`config.mk`:
```
export PLATFORM = sky130hd
export DESIGN_NAME = periodic_task_release_manager
export DESIGN_NICKNAME = d
export VERILOG_FILES = /design/src/hw/rtl/ptrm_pkg.sv /design/src/hw/rtl/ptrm_ram.sv /design/src/hw/rtl/ptrm_mod.sv /design/src/hw/rtl/periodic_task_release_manager.sv
export SDC_FILE = /design/constraint.sdc
export NUM_CORES = 1
export LEC_CHECK = 0
export BUFFER_PORTS_ARGS = -buffer_cell sky130_fd_sc_hd__buf_2
export CORE_ASPECT_RATIO = 1.5
export CORE_UTILIZATION = 60
export CTS_CLUSTER_SIZE = 12
export DETAILED_ROUTE_END_ITERATION = 8
export PLACE_DENSITY = 0.78
export SYNTH_ARGS = -nofsm -noshare
export SYNTH_HDL_FRONTEND = slang
export SYNTH_SLANG_ARGS = --single-unit
```
`constraint.sdc`:
```
create_clock -name clock -period 9.4 [get_ports clock]
set_input_delay 0.94 -clock clock [delete_from_list [all_inputs] [get_ports clock]]
set_output_delay 0.94 -clock clock [all_outputs]
set_load 0.02 [all_outputs]
```
`src/hw/rtl/ptrm_pkg.sv`:
```
// ----------------------------------------------------------------------------
// ptrm_pkg
// Shared constants and types for the periodic task release manager.
// ----------------------------------------------------------------------------
package ptrm_pkg;

   // default sizing
   localparam int MAX_TASKS_DEF  = 8;
   localparam int TIME_WIDTH_DEF = 8;

   // fixed field widths
   localparam int MODE_W   = 2;
   localparam int INDEX_W  = 3;
   localparam int FIELD_W  = 8;
   localparam int MASK_W   = 8;
   localparam int TICK_W   = 32;
   localparam int PEND_W   = 8;
   localparam int STAT_W   = 16;
   localparam int ACTIVE_W = 4;

   // request codes
   localparam logic [MODE_W-1:0] MODE_TICK = 2'd0;
   localparam logic [MODE_W-1:0] MODE_DONE = 2'd1;
   localparam logic [MODE_W-1:0] MODE_ATTR = 2'd2;

   localparam logic [ACTIVE_W-1:0] ACTIVE_RST = 4'd6;
   localparam logic [PEND_W-1:0]   PEND_MAX   = 8'hFF;
   localparam logic [STAT_W-1:0]   STAT_MAX   = 16'hFFFF;

   // per-task counter word held in the counter RAM
   typedef struct packed {
      logic [PEND_W-1:0] pend;
      logic [STAT_W-1:0] acts;
      logic [STAT_W-1:0] miss;
   } cnt_word_type;

endpackage

```
`src/hw/rtl/ptrm_ram.sv`:
```
// ----------------------------------------------------------------------------
// ptrm_ram
// Generic single-write, single-read RAM with registered read data.
// ----------------------------------------------------------------------------
module ptrm_ram #(
   parameter int WIDTH = 8,
   parameter int DEPTH = 8,
   localparam int AW = (DEPTH > 1) ? $clog2(DEPTH) : 1
) (
   input  logic             clock,
   input  logic             wr_en,
   input  logic [AW-1:0]    wr_addr,
   input  logic [WIDTH-1:0] wr_data,
   input  logic             rd_en,
   input  logic [AW-1:0]    rd_addr,
   output logic [WIDTH-1:0] rd_data
);

   logic [WIDTH-1:0] mem [DEPTH];
   logic [WIDTH-1:0] rd_data_ff;

   always_ff @(posedge clock) begin
      if (wr_en) begin
         mem[wr_addr] <= wr_data;
      end
      if (rd_en) begin
         rd_data_ff <= mem[rd_addr];
      end
   end

   assign rd_data = rd_data_ff;

endmodule

```
`src/hw/rtl/ptrm_mod.sv`:
```
// ----------------------------------------------------------------------------
// ptrm_mod
// Bit-serial restoring modulo: dividend mod divisor, one bit per cycle.
// ----------------------------------------------------------------------------
module ptrm_mod #(
   parameter int DW = 32,
   parameter int VW = 8
) (
   input  logic          clock,
   input  logic          reset,
   input  logic          start,
   input  logic [DW-1:0] dividend,
   input  logic [VW-1:0] divisor,
   output logic          done,
   output logic [VW-1:0] remainder
);

   localparam int CNTW = $clog2(DW + 1);

   logic            run_ff, run_in;
   logic            done_ff, done_in;
   logic [CNTW-1:0] cnt_ff, cnt_in;
   logic [DW-1:0]   shf_ff, shf_in;
   logic [VW-1:0]   div_ff, div_in;
   logic [VW-1:0]   rem_ff, rem_in;
   logic [VW:0]     trial;
   logic [VW-1:0]   rem_step;

   always_comb begin
      trial = {rem_ff, shf_ff[DW-1]};
      if (trial >= {1'b0, div_ff}) begin
         rem_step = VW'(trial - {1'b0, div_ff});
      end else begin
         rem_step = trial[VW-1:0];
      end

      run_in  = run_ff;
      done_in = 1'b0;
      cnt_in  = cnt_ff;
      shf_in  = shf_ff;
      div_in  = div_ff;
      rem_in  = rem_ff;
      if (start) begin
         run_in = 1'b1;
         cnt_in = CNTW'(DW);
         shf_in = dividend;
         div_in = divisor;
         rem_in = '0;
      end else if (run_ff) begin
         shf_in = {shf_ff[DW-2:0], 1'b0};
         rem_in = rem_step;
         cnt_in = cnt_ff - 1'b1;
         if (cnt_ff == CNTW'(1)) begin
            run_in  = 1'b0;
            done_in = 1'b1;
         end
      end
   end

   always_ff @(posedge clock) begin
      if (reset) begin
         run_ff  <= 1'b0;
         done_ff <= 1'b0;
         cnt_ff  <= '0;
      end else begin
         run_ff  <= run_in;
         done_ff <= done_in;
         cnt_ff  <= cnt_in;
      end
      shf_ff <= shf_in;
      div_ff <= div_in;
      rem_ff <= rem_in;
   end

   assign done      = done_ff;
   assign remainder = rem_ff;

endmodule

```
`src/hw/rtl/periodic_task_release_manager.sv`:
```
// ----------------------------------------------------------------------------
// periodic_task_release_manager
// Periodic task table with release, resume and deadline-miss tracking.
// ----------------------------------------------------------------------------
//
//   channel   | handshake              | beat contents
//   ----------+------------------------+----------------------------------------
//   request   | start / busy           | req_mode, req_task_index, req_new_*
//   response  | rsp_strobe (1 cycle)   | masks, tick, addressed task statistics
//   csr       | csr_wr_en              | csr_wr_data = active task count
//
// Sequence: done, attribute and unused-mode beats go straight to the readout
// states SEL_RD and SEL_OUT. A tick first reads each examined task (at most
// MAX_TASKS) and runs the serial modulo over 32 tick bits if its period is
// nonzero, then a second read pass for resume and deadlines, then the readout.
// Reset: synchronous; valid bits read unwritten table entries as zero.
// Stalls: one beat in flight; busy falls at the edge that raises the strobe.
// ----------------------------------------------------------------------------
module periodic_task_release_manager #(
   parameter int MAX_TASKS  = ptrm_pkg::MAX_TASKS_DEF,
   parameter int TIME_WIDTH = ptrm_pkg::TIME_WIDTH_DEF
) (
   input  logic                                clock,
   input  logic                                reset,
   // request
   input  logic                                start,
   output logic                                busy,
   input  logic [ptrm_pkg::MODE_W-1:0]         req_mode,
   input  logic [ptrm_pkg::INDEX_W-1:0]        req_task_index,
   input  logic [ptrm_pkg::FIELD_W-1:0]        req_new_period,
   input  logic [ptrm_pkg::FIELD_W-1:0]        req_new_phase,
   input  logic [ptrm_pkg::FIELD_W-1:0]        req_new_deadline,
   input  logic [ptrm_pkg::FIELD_W-1:0]        req_new_predecessors,
   // response
   output logic                                rsp_strobe,
   output logic [ptrm_pkg::MASK_W-1:0]         rsp_resume_mask,
   output logic [ptrm_pkg::MASK_W-1:0]         rsp_miss_mask,
   output logic [ptrm_pkg::TICK_W-1:0]         rsp_tick_now,
   output logic [ptrm_pkg::PEND_W-1:0]         rsp_sel_pending,
   output logic [ptrm_pkg::STAT_W-1:0]         rsp_sel_activations,
   output logic [ptrm_pkg::STAT_W-1:0]         rsp_sel_misses,
   // configuration
   input  logic                                csr_wr_en,
   input  logic [ptrm_pkg::ACTIVE_W-1:0]       csr_wr_data
);

   localparam int TW      = TIME_WIDTH;
   localparam int AW      = (MAX_TASKS > 1) ? $clog2(MAX_TASKS) : 1;
   localparam int CW      = $clog2(MAX_TASKS + 1);
   localparam int ATTR_W  = 3 * TW + ptrm_pkg::FIELD_W;
   localparam int CNT_W   = $bits(ptrm_pkg::cnt_word_type);

   typedef enum logic [7:0] {
      ST_IDLE    = 8'b0000_0001,
      ST_P1_RD   = 8'b0000_0010,
      ST_P1_CHK  = 8'b0000_0100,
      ST_P1_DIV  = 8'b0000_1000,
      ST_P2_RD   = 8'b0001_0000,
      ST_P2_EXE  = 8'b0010_0000,
      ST_SEL_RD  = 8'b0100_0000,
      ST_SEL_OUT = 8'b1000_0000
   } state_type;

   state_type state_ff, state_in;

   logic [ptrm_pkg::MODE_W-1:0]   mode_ff, mode_in;
   logic [ptrm_pkg::INDEX_W-1:0]  idx_ff, idx_in;
   logic                          idx_ok_ff, idx_ok_in;
   logic [ptrm_pkg::TICK_W-1:0]   tick_ff, tick_in;
   logic [ptrm_pkg::ACTIVE_W-1:0] active_ff, active_in;
   logic [CW-1:0]                 t_ff, t_in;
   logic [CW-1:0]                 n_ff, n_in;
   logic [TW-1:0]                 rem_ff [MAX_TASKS];
   logic [TW-1:0]                 rem_in;
   logic                          rem_we;
   logic [MAX_TASKS-1:0]          pnz_ff, pnz_in;
   logic [MAX_TASKS-1:0]          attr_vld_ff, attr_vld_in;
   logic [MAX_TASKS-1:0]          cnt_vld_ff, cnt_vld_in;
   logic                          attr_rv_ff, attr_rv_in;
   logic                          cnt_rv_ff, cnt_rv_in;
   logic [ptrm_pkg::MASK_W-1:0]   resume_ff, resume_in;
   logic [ptrm_pkg::MASK_W-1:0]   miss_ff, miss_in;

   // response registers
   logic                          strobe_ff, strobe_in;
   logic [ptrm_pkg::MASK_W-1:0]   o_resume_ff, o_resume_in;
   logic [ptrm_pkg::MASK_W-1:0]   o_miss_ff, o_miss_in;
   logic [ptrm_pkg::TICK_W-1:0]   o_tick_ff, o_tick_in;
   logic [ptrm_pkg::PEND_W-1:0]   o_pend_ff, o_pend_in;
   logic [ptrm_pkg::STAT_W-1:0]   o_acts_ff, o_acts_in;
   logic [ptrm_pkg::STAT_W-1:0]   o_miss_cnt_ff, o_miss_cnt_in;

   // RAM ports
   logic                 attr_we, attr_re;
   logic [AW-1:0]        attr_waddr;
   logic [ATTR_W-1:0]    attr_wdata, attr_rdata, attr_q;
   logic                 cnt_we, cnt_re;
   logic [AW-1:0]        cnt_waddr, cnt_raddr;
   logic [CNT_W-1:0]     cnt_rdata;
   ptrm_pkg::cnt_word_type cnt_q, cnt_wdata;

   // modulo unit
   logic                 mod_start, mod_done;
   logic [TW-1:0]        mod_rem;

   // decoded entry fields
   logic [TW-1:0]                per, ph, dl;
   logic [ptrm_pkg::FIELD_W-1:0] preds;
   logic [MAX_TASKS-1:0]         pred_vec;
   logic [AW-1:0]                t_a, idx_a, req_a;
   logic                         accept, req_ok, last, blocked, dead_hit, dec;

   assign t_a    = t_ff[AW-1:0];
   assign idx_a  = AW'(idx_ff);
   assign req_a  = AW'(req_task_index);
   assign accept = start && (state_ff == ST_IDLE);
   assign req_ok = (int'(req_task_index) < MAX_TASKS);
   assign last   = ((t_ff + 1'b1) == n_ff);

   // zero until first written
   assign attr_q = attr_rv_ff ? attr_rdata : '0;
   assign cnt_q  = cnt_rv_ff ? ptrm_pkg::cnt_word_type'(cnt_rdata) : '0;

   assign per   = attr_q[TW-1:0];
   assign ph    = attr_q[2*TW-1:TW];
   assign dl    = attr_q[3*TW-1:2*TW];
   assign preds = attr_q[ATTR_W-1:3*TW];

   // predecessor bits past the table are dropped
   for (genvar i = 0; i < MAX_TASKS; i++) begin : g_pred
      if (i < ptrm_pkg::FIELD_W) begin : g_in
         assign pred_vec[i] = preds[i];
      end else begin : g_out
         assign pred_vec[i] = 1'b0;
      end
   end

   assign blocked  = |(pred_vec & pnz_ff);
   // deadline + phase compared without wrap
   assign dead_hit = ({1'b0, rem_ff[t_a]} == ({1'b0, dl} + {1'b0, ph}));

   always_comb begin
      state_in     = state_ff;
      mode_in      = mode_ff;
      idx_in       = idx_ff;
      idx_ok_in    = idx_ok_ff;
      tick_in      = tick_ff;
      active_in    = csr_wr_en ? csr_wr_data : active_ff;
      t_in         = t_ff;
      n_in         = n_ff;
      rem_in       = mod_rem;
      rem_we       = 1'b0;
      pnz_in       = pnz_ff;
      attr_vld_in  = attr_vld_ff;
      cnt_vld_in   = cnt_vld_ff;
      attr_rv_in   = attr_rv_ff;
      cnt_rv_in    = cnt_rv_ff;
      resume_in    = resume_ff;
      miss_in      = miss_ff;
      strobe_in    = 1'b0;
      o_resume_in  = o_resume_ff;
      o_miss_in    = o_miss_ff;
      o_tick_in    = o_tick_ff;
      o_pend_in    = o_pend_ff;
      o_acts_in    = o_acts_ff;
      o_miss_cnt_in = o_miss_cnt_ff;
      attr_we      = 1'b0;
      attr_re      = 1'b0;
      attr_waddr   = req_a;
      attr_wdata   = {req_new_predecessors, TW'(req_new_deadline), TW'(req_new_phase),
                      TW'(req_new_period)};
      cnt_we       = 1'b0;
      cnt_re       = 1'b0;
      cnt_waddr    = t_a;
      cnt_raddr    = t_a;
      cnt_wdata    = cnt_q;
      mod_start    = 1'b0;
      dec          = 1'b0;

      unique case (state_ff)
         ST_IDLE: begin
            if (accept) begin
               mode_in   = req_mode;
               idx_in    = req_task_index;
               idx_ok_in = req_ok;
               resume_in = '0;
               miss_in   = '0;
               t_in      = '0;
               if (int'(active_ff) > MAX_TASKS) begin
                  n_in = CW'(MAX_TASKS);
               end else begin
                  n_in = CW'(active_ff);
               end
               state_in = ST_SEL_RD;
               if (req_mode == ptrm_pkg::MODE_TICK) begin
                  tick_in = tick_ff + 1'b1;
                  if (int'(active_ff) != 0) begin
                     state_in = ST_P1_RD;
                  end
               end
               if (req_mode == ptrm_pkg::MODE_ATTR && req_ok) begin
                  attr_we            = 1'b1;
                  attr_vld_in[req_a] = 1'b1;
               end
            end
         end
         // release pass
         ST_P1_RD: begin
            attr_re    = 1'b1;
            cnt_re     = 1'b1;
            attr_rv_in = attr_vld_ff[t_a];
            cnt_rv_in  = cnt_vld_ff[t_a];
            state_in   = ST_P1_CHK;
         end
         ST_P1_CHK: begin
            if (per != '0) begin
               mod_start = 1'b1;
               state_in  = ST_P1_DIV;
            end else begin
               t_in     = last ? '0 : t_ff + 1'b1;
               state_in = last ? ST_P2_RD : ST_P1_RD;
            end
         end
         ST_P1_DIV: begin
            if (mod_done) begin
               rem_we = 1'b1;
               if (mod_rem == ph) begin
                  cnt_we         = 1'b1;
                  cnt_vld_in[t_a] = 1'b1;
                  pnz_in[t_a]    = 1'b1;
                  if (cnt_q.pend != ptrm_pkg::PEND_MAX) begin
                     cnt_wdata.pend = cnt_q.pend + 1'b1;
                  end
                  if (cnt_q.acts != ptrm_pkg::STAT_MAX) begin
                     cnt_wdata.acts = cnt_q.acts + 1'b1;
                  end
               end
               t_in     = last ? '0 : t_ff + 1'b1;
               state_in = last ? ST_P2_RD : ST_P1_RD;
            end
         end
         // resume and deadline pass
         ST_P2_RD: begin
            attr_re    = 1'b1;
            cnt_re     = 1'b1;
            attr_rv_in = attr_vld_ff[t_a];
            cnt_rv_in  = cnt_vld_ff[t_a];
            state_in   = ST_P2_EXE;
         end
         ST_P2_EXE: begin
            if (per != '0 && cnt_q.pend != '0) begin
               if (!blocked) begin
                  resume_in = resume_ff | (ptrm_pkg::MASK_W'(1) << t_ff);
               end
               if (dead_hit) begin
                  miss_in = miss_ff | (ptrm_pkg::MASK_W'(1) << t_ff);
                  cnt_we  = 1'b1;
                  cnt_vld_in[t_a] = 1'b1;
                  if (cnt_q.miss != ptrm_pkg::STAT_MAX) begin
                     cnt_wdata.miss = cnt_q.miss + 1'b1;
                  end
               end
            end
            t_in     = t_ff + 1'b1;
            state_in = last ? ST_SEL_RD : ST_P2_RD;
         end
         // readout of the addressed task
         ST_SEL_RD: begin
            cnt_re    = 1'b1;
            cnt_raddr = idx_a;
            cnt_rv_in = idx_ok_ff && cnt_vld_ff[idx_a];
            state_in  = ST_SEL_OUT;
         end
         ST_SEL_OUT: begin
            dec = (mode_ff == ptrm_pkg::MODE_DONE) && idx_ok_ff && (cnt_q.pend != '0);
            if (dec) begin
               cnt_we            = 1'b1;
               cnt_waddr         = idx_a;
               cnt_wdata.pend    = cnt_q.pend - 1'b1;
               cnt_vld_in[idx_a] = 1'b1;
               pnz_in[idx_a]     = (cnt_q.pend != ptrm_pkg::PEND_W'(1));
            end
            strobe_in     = 1'b1;
            o_resume_in   = resume_ff;
            o_miss_in     = miss_ff;
            o_tick_in     = tick_ff;
            o_pend_in     = idx_ok_ff ? cnt_wdata.pend : '0;
            o_acts_in     = idx_ok_ff ? cnt_q.acts : '0;
            o_miss_cnt_in = idx_ok_ff ? cnt_q.miss : '0;
            state_in      = ST_IDLE;
         end
         default: begin
            state_in = ST_IDLE;
         end
      endcase
   end

   always_ff @(posedge clock) begin
      if (reset) begin
         state_ff    <= ST_IDLE;
         tick_ff     <= '0;
         active_ff   <= ptrm_pkg::ACTIVE_RST;
         pnz_ff      <= '0;
         attr_vld_ff <= '0;
         cnt_vld_ff  <= '0;
         strobe_ff   <= 1'b0;
      end else begin
         state_ff    <= state_in;
         tick_ff     <= tick_in;
         active_ff   <= active_in;
         pnz_ff      <= pnz_in;
         attr_vld_ff <= attr_vld_in;
         cnt_vld_ff  <= cnt_vld_in;
         strobe_ff   <= strobe_in;
      end
      mode_ff       <= mode_in;
      idx_ff        <= idx_in;
      idx_ok_ff     <= idx_ok_in;
      t_ff          <= t_in;
      n_ff          <= n_in;
      attr_rv_ff    <= attr_rv_in;
      cnt_rv_ff     <= cnt_rv_in;
      resume_ff     <= resume_in;
      miss_ff       <= miss_in;
      o_resume_ff   <= o_resume_in;
      o_miss_ff     <= o_miss_in;
      o_tick_ff     <= o_tick_in;
      o_pend_ff     <= o_pend_in;
      o_acts_ff     <= o_acts_in;
      o_miss_cnt_ff <= o_miss_cnt_in;
      if (rem_we) begin
         rem_ff[t_a] <= rem_in;
      end
   end

   ptrm_ram #(
      .WIDTH (ATTR_W),
      .DEPTH (MAX_TASKS)
   ) u_attr_ram (
      .clock   (clock),
      .wr_en   (attr_we),
      .wr_addr (attr_waddr),
      .wr_data (attr_wdata),
      .rd_en   (attr_re),
      .rd_addr (t_a),
      .rd_data (attr_rdata)
   );

   ptrm_ram #(
      .WIDTH (CNT_W),
      .DEPTH (MAX_TASKS)
   ) u_cnt_ram (
      .clock   (clock),
      .wr_en   (cnt_we),
      .wr_addr (cnt_waddr),
      .wr_data (CNT_W'(cnt_wdata)),
      .rd_en   (cnt_re),
      .rd_addr (cnt_raddr),
      .rd_data (cnt_rdata)
   );

   ptrm_mod #(
      .DW (ptrm_pkg::TICK_W),
      .VW (TW)
   ) u_mod (
      .clock     (clock),
      .reset     (reset),
      .start     (mod_start),
      .dividend  (tick_ff),
      .divisor   (per),
      .done      (mod_done),
      .remainder (mod_rem)
   );

   assign busy                = (state_ff != ST_IDLE);
   assign rsp_strobe          = strobe_ff;
   assign rsp_resume_mask     = o_resume_ff;
   assign rsp_miss_mask       = o_miss_ff;
   assign rsp_tick_now        = o_tick_ff;
   assign rsp_sel_pending     = o_pend_ff;
   assign rsp_sel_activations = o_acts_ff;
   assign rsp_sel_misses      = o_miss_cnt_ff;

endmodule

```
==> results of run 1 <==
power by group:
part	total (mW)	switching (mW)	leakage [nW]	internal, mW
clock	3.34	1.48	1.27	1.85
combinational	1.69	0.983	4.20	0.710
sequential	4.97	0.126	8.70	4.84
total	10.0	2.59	14.2	7.40
worst paths after layout:
check	start	to	slack [ps]	depth (start not counted)
setup reg to reg	attr_rv_ff	u_cnt_ram.mem[1][4]	3670	12
hold / removal	miss_ff[4]	rsp_miss_mask[4]	460	0
hold reg to reg	miss_ff[4]	rsp_miss_mask[4]	460	0
setup / recovery	attr_rv_ff	u_cnt_ram.mem[1][4]	3670	12
stage by stage:
stage	hold WS [ps]	setup slack, ps	total power [mW]	std cells	instance area [um^2]
after floorplan	427	3970	6.20	2311	38200
after global placement	442	3900	6.69	3178	40000
after detailed placement	441	3760	6.74	3178	40000
after CTS	457	3730	10.0	3327	42600
after global routing	475	3440	10.3	3327	42600
final	459	3670	10.0	3328	42600
registers in the layout, indices dropped and copies added (netlist names), 8 cells and up, named ones only:
signal / flops
rsp_tick_now: 32
rsp_resume_mask: 8
rsp_sel_activations: 16
u_cnt_ram.mem: 320
u_attr_ram.rd_data: 32
cnt_vld_ff: 8
rsp_miss_mask: 8
u_mod.shf_ff: 32
resume_ff: 8
rem_ff: 64
tick_ff: 32
rsp_sel_pending: 8
attr_vld_ff: 8
state_ff: 8
u_mod.div_ff: 8
pnz_ff: 8
u_mod.remainder: 8
u_attr_ram.mem: 256
miss_ff: 8
u_cnt_ram.rd_data: 40
rsp_sel_misses: 16
routing by layer:
metal	share of wire (%)	vias to the layer above	global-route usage, %	wire length (um)
li1	-	9359	-	-
met1	37	10800	32.0	31100
met2	52	997	46.6	44600
met3	6.5	227	3.79	5580
met4	4.5	4	14.0	3860
met5	0.028	-	0	24
worst reg2reg max path: cells and delay by family, from the launching register on:
family	cells	cell delay, ps
AO/OA/AOI/OAI	5	1930
AND/OR/NAND/NOR	3	1090
flip-flops	1	730
adder cells (fa/ha/maj)	2	650
buffers and inverters	1	530
XOR/XNOR	1	430
placed cells by master, fill, tap and decap left out, drive strengths merged, types with 6 or more instances in the layout:
| cell type | count |
|---|---|
| edfxtp | 871 |
| nor2 | 180 |
| buf | 176 |
| clkbuf | 138 |
| mux4 | 98 |
| nand2 | 97 |
| mux2 | 96 |
| a22oi | 95 |
| dfxtp | 88 |
| and2 | 57 |
| a21oi | 55 |
| o21ai | 51 |
| xor2 | 49 |
| nand4 | 45 |
| nand3 | 39 |
| nor3 | 39 |
| xnor2 | 36 |
| inv | 35 |
| mux2i | 33 |
| ha | 31 |
| and3 | 22 |
| a221oi | 22 |
| nand2b | 19 |
| nor2b | 16 |
| nor4 | 12 |
| clkinv | 12 |
| a21o | 11 |
| a211oi | 9 |
| a31oi | 9 |
| or2 | 7 |
| a2111oi | 7 |
| nand3b | 6 |
| and4 | 6 |
| or3 | 6 |
cells by family (layout without fill, tap and decap cells):
logic type	after synthesis	count (layout)	share of synthesized area, %
flip-flops	959	959	73.1
AND/OR/NAND/NOR	563	563	7.35
AO/OA/AOI/OAI	300	300	5.48
multiplexers	227	227	9.47
buffers and inverters	143	361	1.51
XOR/XNOR	86	86	2.01
adder cells (fa/ha/maj)	33	33	1.12
other	0	1	0
area by class of cell:
class / count / area share, %
antenna: 1 / 0.00587
clock buffer: 138 / 5.96
clock inverter: 11 / 0.226
inverter: 36 / 0.323
multi-input combinational: 1209 / 23.3
sequential: 959 / 65.5
tap: 798 / 2.34
timing repair buffer: 176 / 2.31
==> results.ini, run 1 <==
[status]
status = completed

[yosys]
synth_top_area_share_pct = 68.5
yosys_warnings = 0
ys_top_cells_by_count = 871 x edfxtp_1, 180 x nor2_1, 98 x mux4_2
ys.flop_type = edfxtp_1
yosysUniqueCellTypes = 73
seq_area_frac_synth_pct = 73.1
syn_area_per_cell_um2 = 16.5
synth_most_common_cell = edfxtp_1
ys_seq_elements = 959
yosys.area.top_type = edfxtp_1
postSynthCellCount = 2311
synth_nets = 2389
synth_area_leaders = edfxtp_1 68%, mux4_2 5.8%, dfxtp_1 4.6%
synth_area_mm2 = 0.0382
synth-edff-count = 871
synth-async-reset-ratio_pct = 0

[floorplanning]
start_util_pct = 61.0
die_h_um = 311
core_area_mm2 = 0.0626
die_area_mm2 = 0.0647
pin_count = 135
row_count = 112
die_x_um = 208

[final_layout]
fin_nets = 2552
fin_util_pct = 68.0
nFillCells = 3971
area_growth_pct = 11.5
seq_area_mm2 = 0.0279
multi_input_area_mm2 = 0.00994
drive_gt1_share_pct = 20.6

[detailed_routing]
wl_mm = 85.2
routed_via_density = 6.43
dr.first_iter.drc_count = 2090
antenna_left = 0
first_pass_iters = 8
vias = 21400
drcViolationCount = 0
wl_per_cell_um = 25.6

[clock_tree]
clockBufferDepth = 3
cts_buffers = 92
clk_pin_slew_ps = 60
cts.sinks = 959
cts_tree = built
cts_hold_buf = 0
post_cts_buffers = 0
clk_latency_ps = 660
htreeDepth = 3
cts_resized = 0
cts-root-buf = clkbuf_16

[global_route]
grt_pass1_vias = 22100
antenna_found_initial = 3
grt_util_all_layers_pct = 26.6
grt_start_max_net_pins = 81
grt_overflow = 0
grt_pass1_wl_mm = 129

[setup_path]
crit_arrival_ps = 6030
critPathBufInv = 1
cp.required_ps = 9700
slowest_stage = edfxtp_1
cpPeakStageDelay_ps = 730
path_cells = and2_1 -> ha_1 -> fa_1 -> a21o_1 -> a221oi_2 -> xnor3_1 -> a2111oi_4 -> nand2b_2 -> o31ai_1 -> a22oi_1 -> nor2_4 -> buf_4
endpoint_kind = flop
path_max_fanout = 34
critPathTopFamily = compound AO/OA/AOI/OAI gates
cp-start-kind = flop
crit_type = flop to flop

[sta]
worstMarginPinSlew_ps = 1310
period_needed_ps = 5730
relSlewSlack_pct = 12.7
setup_viol = 0
period_share_pct = 60.9
drv_slew = 0
skew_ps = 28.0
hold_viol = 0
grt_setup_unrepaired = false
fmax_mhz = 175
final.setup.tns_ps = 0

[placed_design]
gp_congestion = 0.870
port_buffers = 134
dp_hpwl_mm = 52.1

[pwr]
p_per_area_mw_per_mm2 = 235
p_leak_nw = 14.2
worst_ir_drop_vdd_v = 0.000252

[worst_hold_path]
hold_path_class = flop to flop

[run]
cap_violations = 0

Note: power is estimated with default switching activity, not from simulation.
==> run 2: changes to the inputs <==
clock period = 5.8 ns   (was 9.4 ns; I/O delays follow)
==> results.ini, run 2 (synthesis results as in run 1) <==
[floorplanning]
core_area_mm2 = 0.0626  ; unchanged
start_util_pct = 61.0  ; unchanged
row_count = 112  ; unchanged
pin_count = 135  ; unchanged
die_area_mm2 = 0.0647  ; unchanged
die_h_um = 311  ; unchanged
die_x_um = 208  ; unchanged

[clock_tree]
clk_pin_slew_ps = 70  ; about the same
cts_buffers = 92  ; unchanged
cts.sinks = 959  ; unchanged
cts_resized = 0  ; unchanged
htreeDepth = 3  ; unchanged
clk_latency_ps = 670  ; about the same
clockBufferDepth = 3  ; unchanged
cts_hold_buf = 0  ; unchanged
post_cts_buffers = 0  ; unchanged
cts-root-buf = clkbuf_16
cts_tree = built

[setup_path]
path_cells = buf_4 -> and2_1 -> fa_1 -> a21o_1 -> a221oi_2 -> xnor3_1 -> a2111oi_4 -> nand2b_2 -> o31ai_1 -> a22oi_1 -> nor2_4 -> buf_4
cp-start-kind = flop
crit_top_cell = buf_4
critPathBufInv = 2  ; +1
endpoint_kind = flop
crit_type = flop to flop
critPathTopFamily = compound AO/OA/AOI/OAI gates
cp.required_ps = 6070  ; -3630 ps
path_max_fanout = 40  ; +18%
cpPeakStageDelay_ps = 620  ; -110 ps
slowest_stage = buf_4
crit_arrival_ps = 5300  ; -730 ps

[detailed_routing]
wl_per_cell_um = 25.8  ; +0.83%
antenna_left = 0  ; unchanged
routed_via_density = 6.39  ; -0.65%
dr.first_iter.drc_count = 1959  ; -6.3%
wl_mm = 86.4  ; +1.4%
drcViolationCount = 0  ; unchanged
vias = 21400  ; -0.11%
first_pass_iters = 5  ; -3

[final_layout]
fin_util_pct = 68.2  ; +0.21 points
finalNonFillerCells = 3346  ; +0.54%
largest_register_ffs = 320  ; unchanged
largest-register = u_cnt_ram.mem
fin_nets = 2559  ; +0.27%
drive_gt1_share_pct = 20.9  ; +0.26 points
final_common_cell = edfxtp_1
seq_area_mm2 = 0.0279  ; unchanged
final_cell_mix = 871 x edfxtp_1, 165 x nor2_1, 134 x buf_2
nFillCells = 3944  ; -0.68%
area_growth_pct = 11.9
multi_input_area_mm2 = 0.00993  ; -0.13%
largest_registers = u_cnt_ram.mem: 320 flops, u_attr_ram.mem: 256 flops, rem_ff: 64 flops

[sta]
worstMarginPinSlew_ps = 1210  ; -94.0 ps
skew_ps = 30.9  ; +2.91 ps
period_share_pct = 86.7  ; +26 points
layout_setup_ws_ps = 773  ; -2900 ps
fmax_mhz = 199  ; +14%
period_needed_ps = 5030  ; -701 ps
final.setup.tns_ps = 0  ; unchanged
relSlewSlack_pct = 19.2  ; +6.4 points
hold_viol = 0  ; unchanged
drv_slew = 0  ; unchanged
setup_viol = 0  ; unchanged
grt_setup_unrepaired = false

[global_route]
grt_pass1_wl_mm = 131  ; +1.3%
grt_pass1_vias = 21900  ; -0.76%
grt_util_all_layers_pct = 27.0  ; +0.40 points
grt_start_max_net_pins = 81  ; unchanged
antenna_found_initial = 3  ; unchanged
grt_overflow = 0  ; unchanged

[pwr]
p_leak_nw = 14.2  ; +0.46%
worst_ir_drop_vdd_v = 0.000326  ; +29%
p_per_area_mw_per_mm2 = 382  ; +63%

[placed_design]
placed_cells = 3185  ; +0.22%
port_buffers = 134  ; unchanged
gp_congestion = 0.882  ; +1.3%
pre_cts_slack_ps = 858  ; -2900 ps
dp_hpwl_mm = 53.7  ; +3.1%

[run]
cap_violations = 0  ; unchanged

[status]
status = completed

[worst_hold_path]
hold_path_class = input port to flop

-- run 2: routing by layer --
| layer | up-vias | part of all wire [%] | global-route usage (%) |
|---|---|---|---|
| li1 | 9381 | - | - |
| met1 | 10800 | 36 | 32.6 |
| met2 | 993 | 53 | 47.9 |
| met3 | 191 | 6.9 | 3.79 |
| met4 | 4 | 3.8 | 12.9 |
| met5 | - | 0.034 | 0 |
-- run 2: final cells by class --
type,instances,share of cell area [%]
sequential,959,65.3
inverter,36,0.322
timing repair buffer,183,2.46
clock inverter,8,0.173
multi-input combinational,1209,23.2
antenna,3,0.0176
clock buffer,150,6.16
tap,798,2.34
-- run 2: final timing paths --
| check | start | endpoint | slack, ps | cells after the start |
|---|---|---|---|---|
| worst max-delay path | attr_rv_ff | u_cnt_ram.mem[1][19] | 770 | 12 |
| worst min-delay path | req_task_index[0] | idx_a[0] | 110 | 1 |
| worst min register to register | resume_ff[4] | rsp_resume_mask[4] | 460 | 0 |
| worst max register to register | attr_rv_ff | u_cnt_ram.mem[1][19] | 770 | 12 |
-- run 2: power by group --
part | internal (mW) | switching [mW] | total, mW
Sequential | 7.85 | 0.195 | 8.04
Combinational | 1.18 | 1.61 | 2.79
Clock | 3.09 | 2.43 | 5.51
Total | 12.1 | 4.23 | 16.3
-- run 2: metrics by stage --
step	hold WS (ps)	cell area, um^2	total power, mW
after CTS	76.0	42700	16.4
final	109	42700	16.3
after floorplan	427	38200	10.0
after global routing	101	42700	16.9
after detailed placement	444	40000	11.0
after global placement	451	40000	10.9
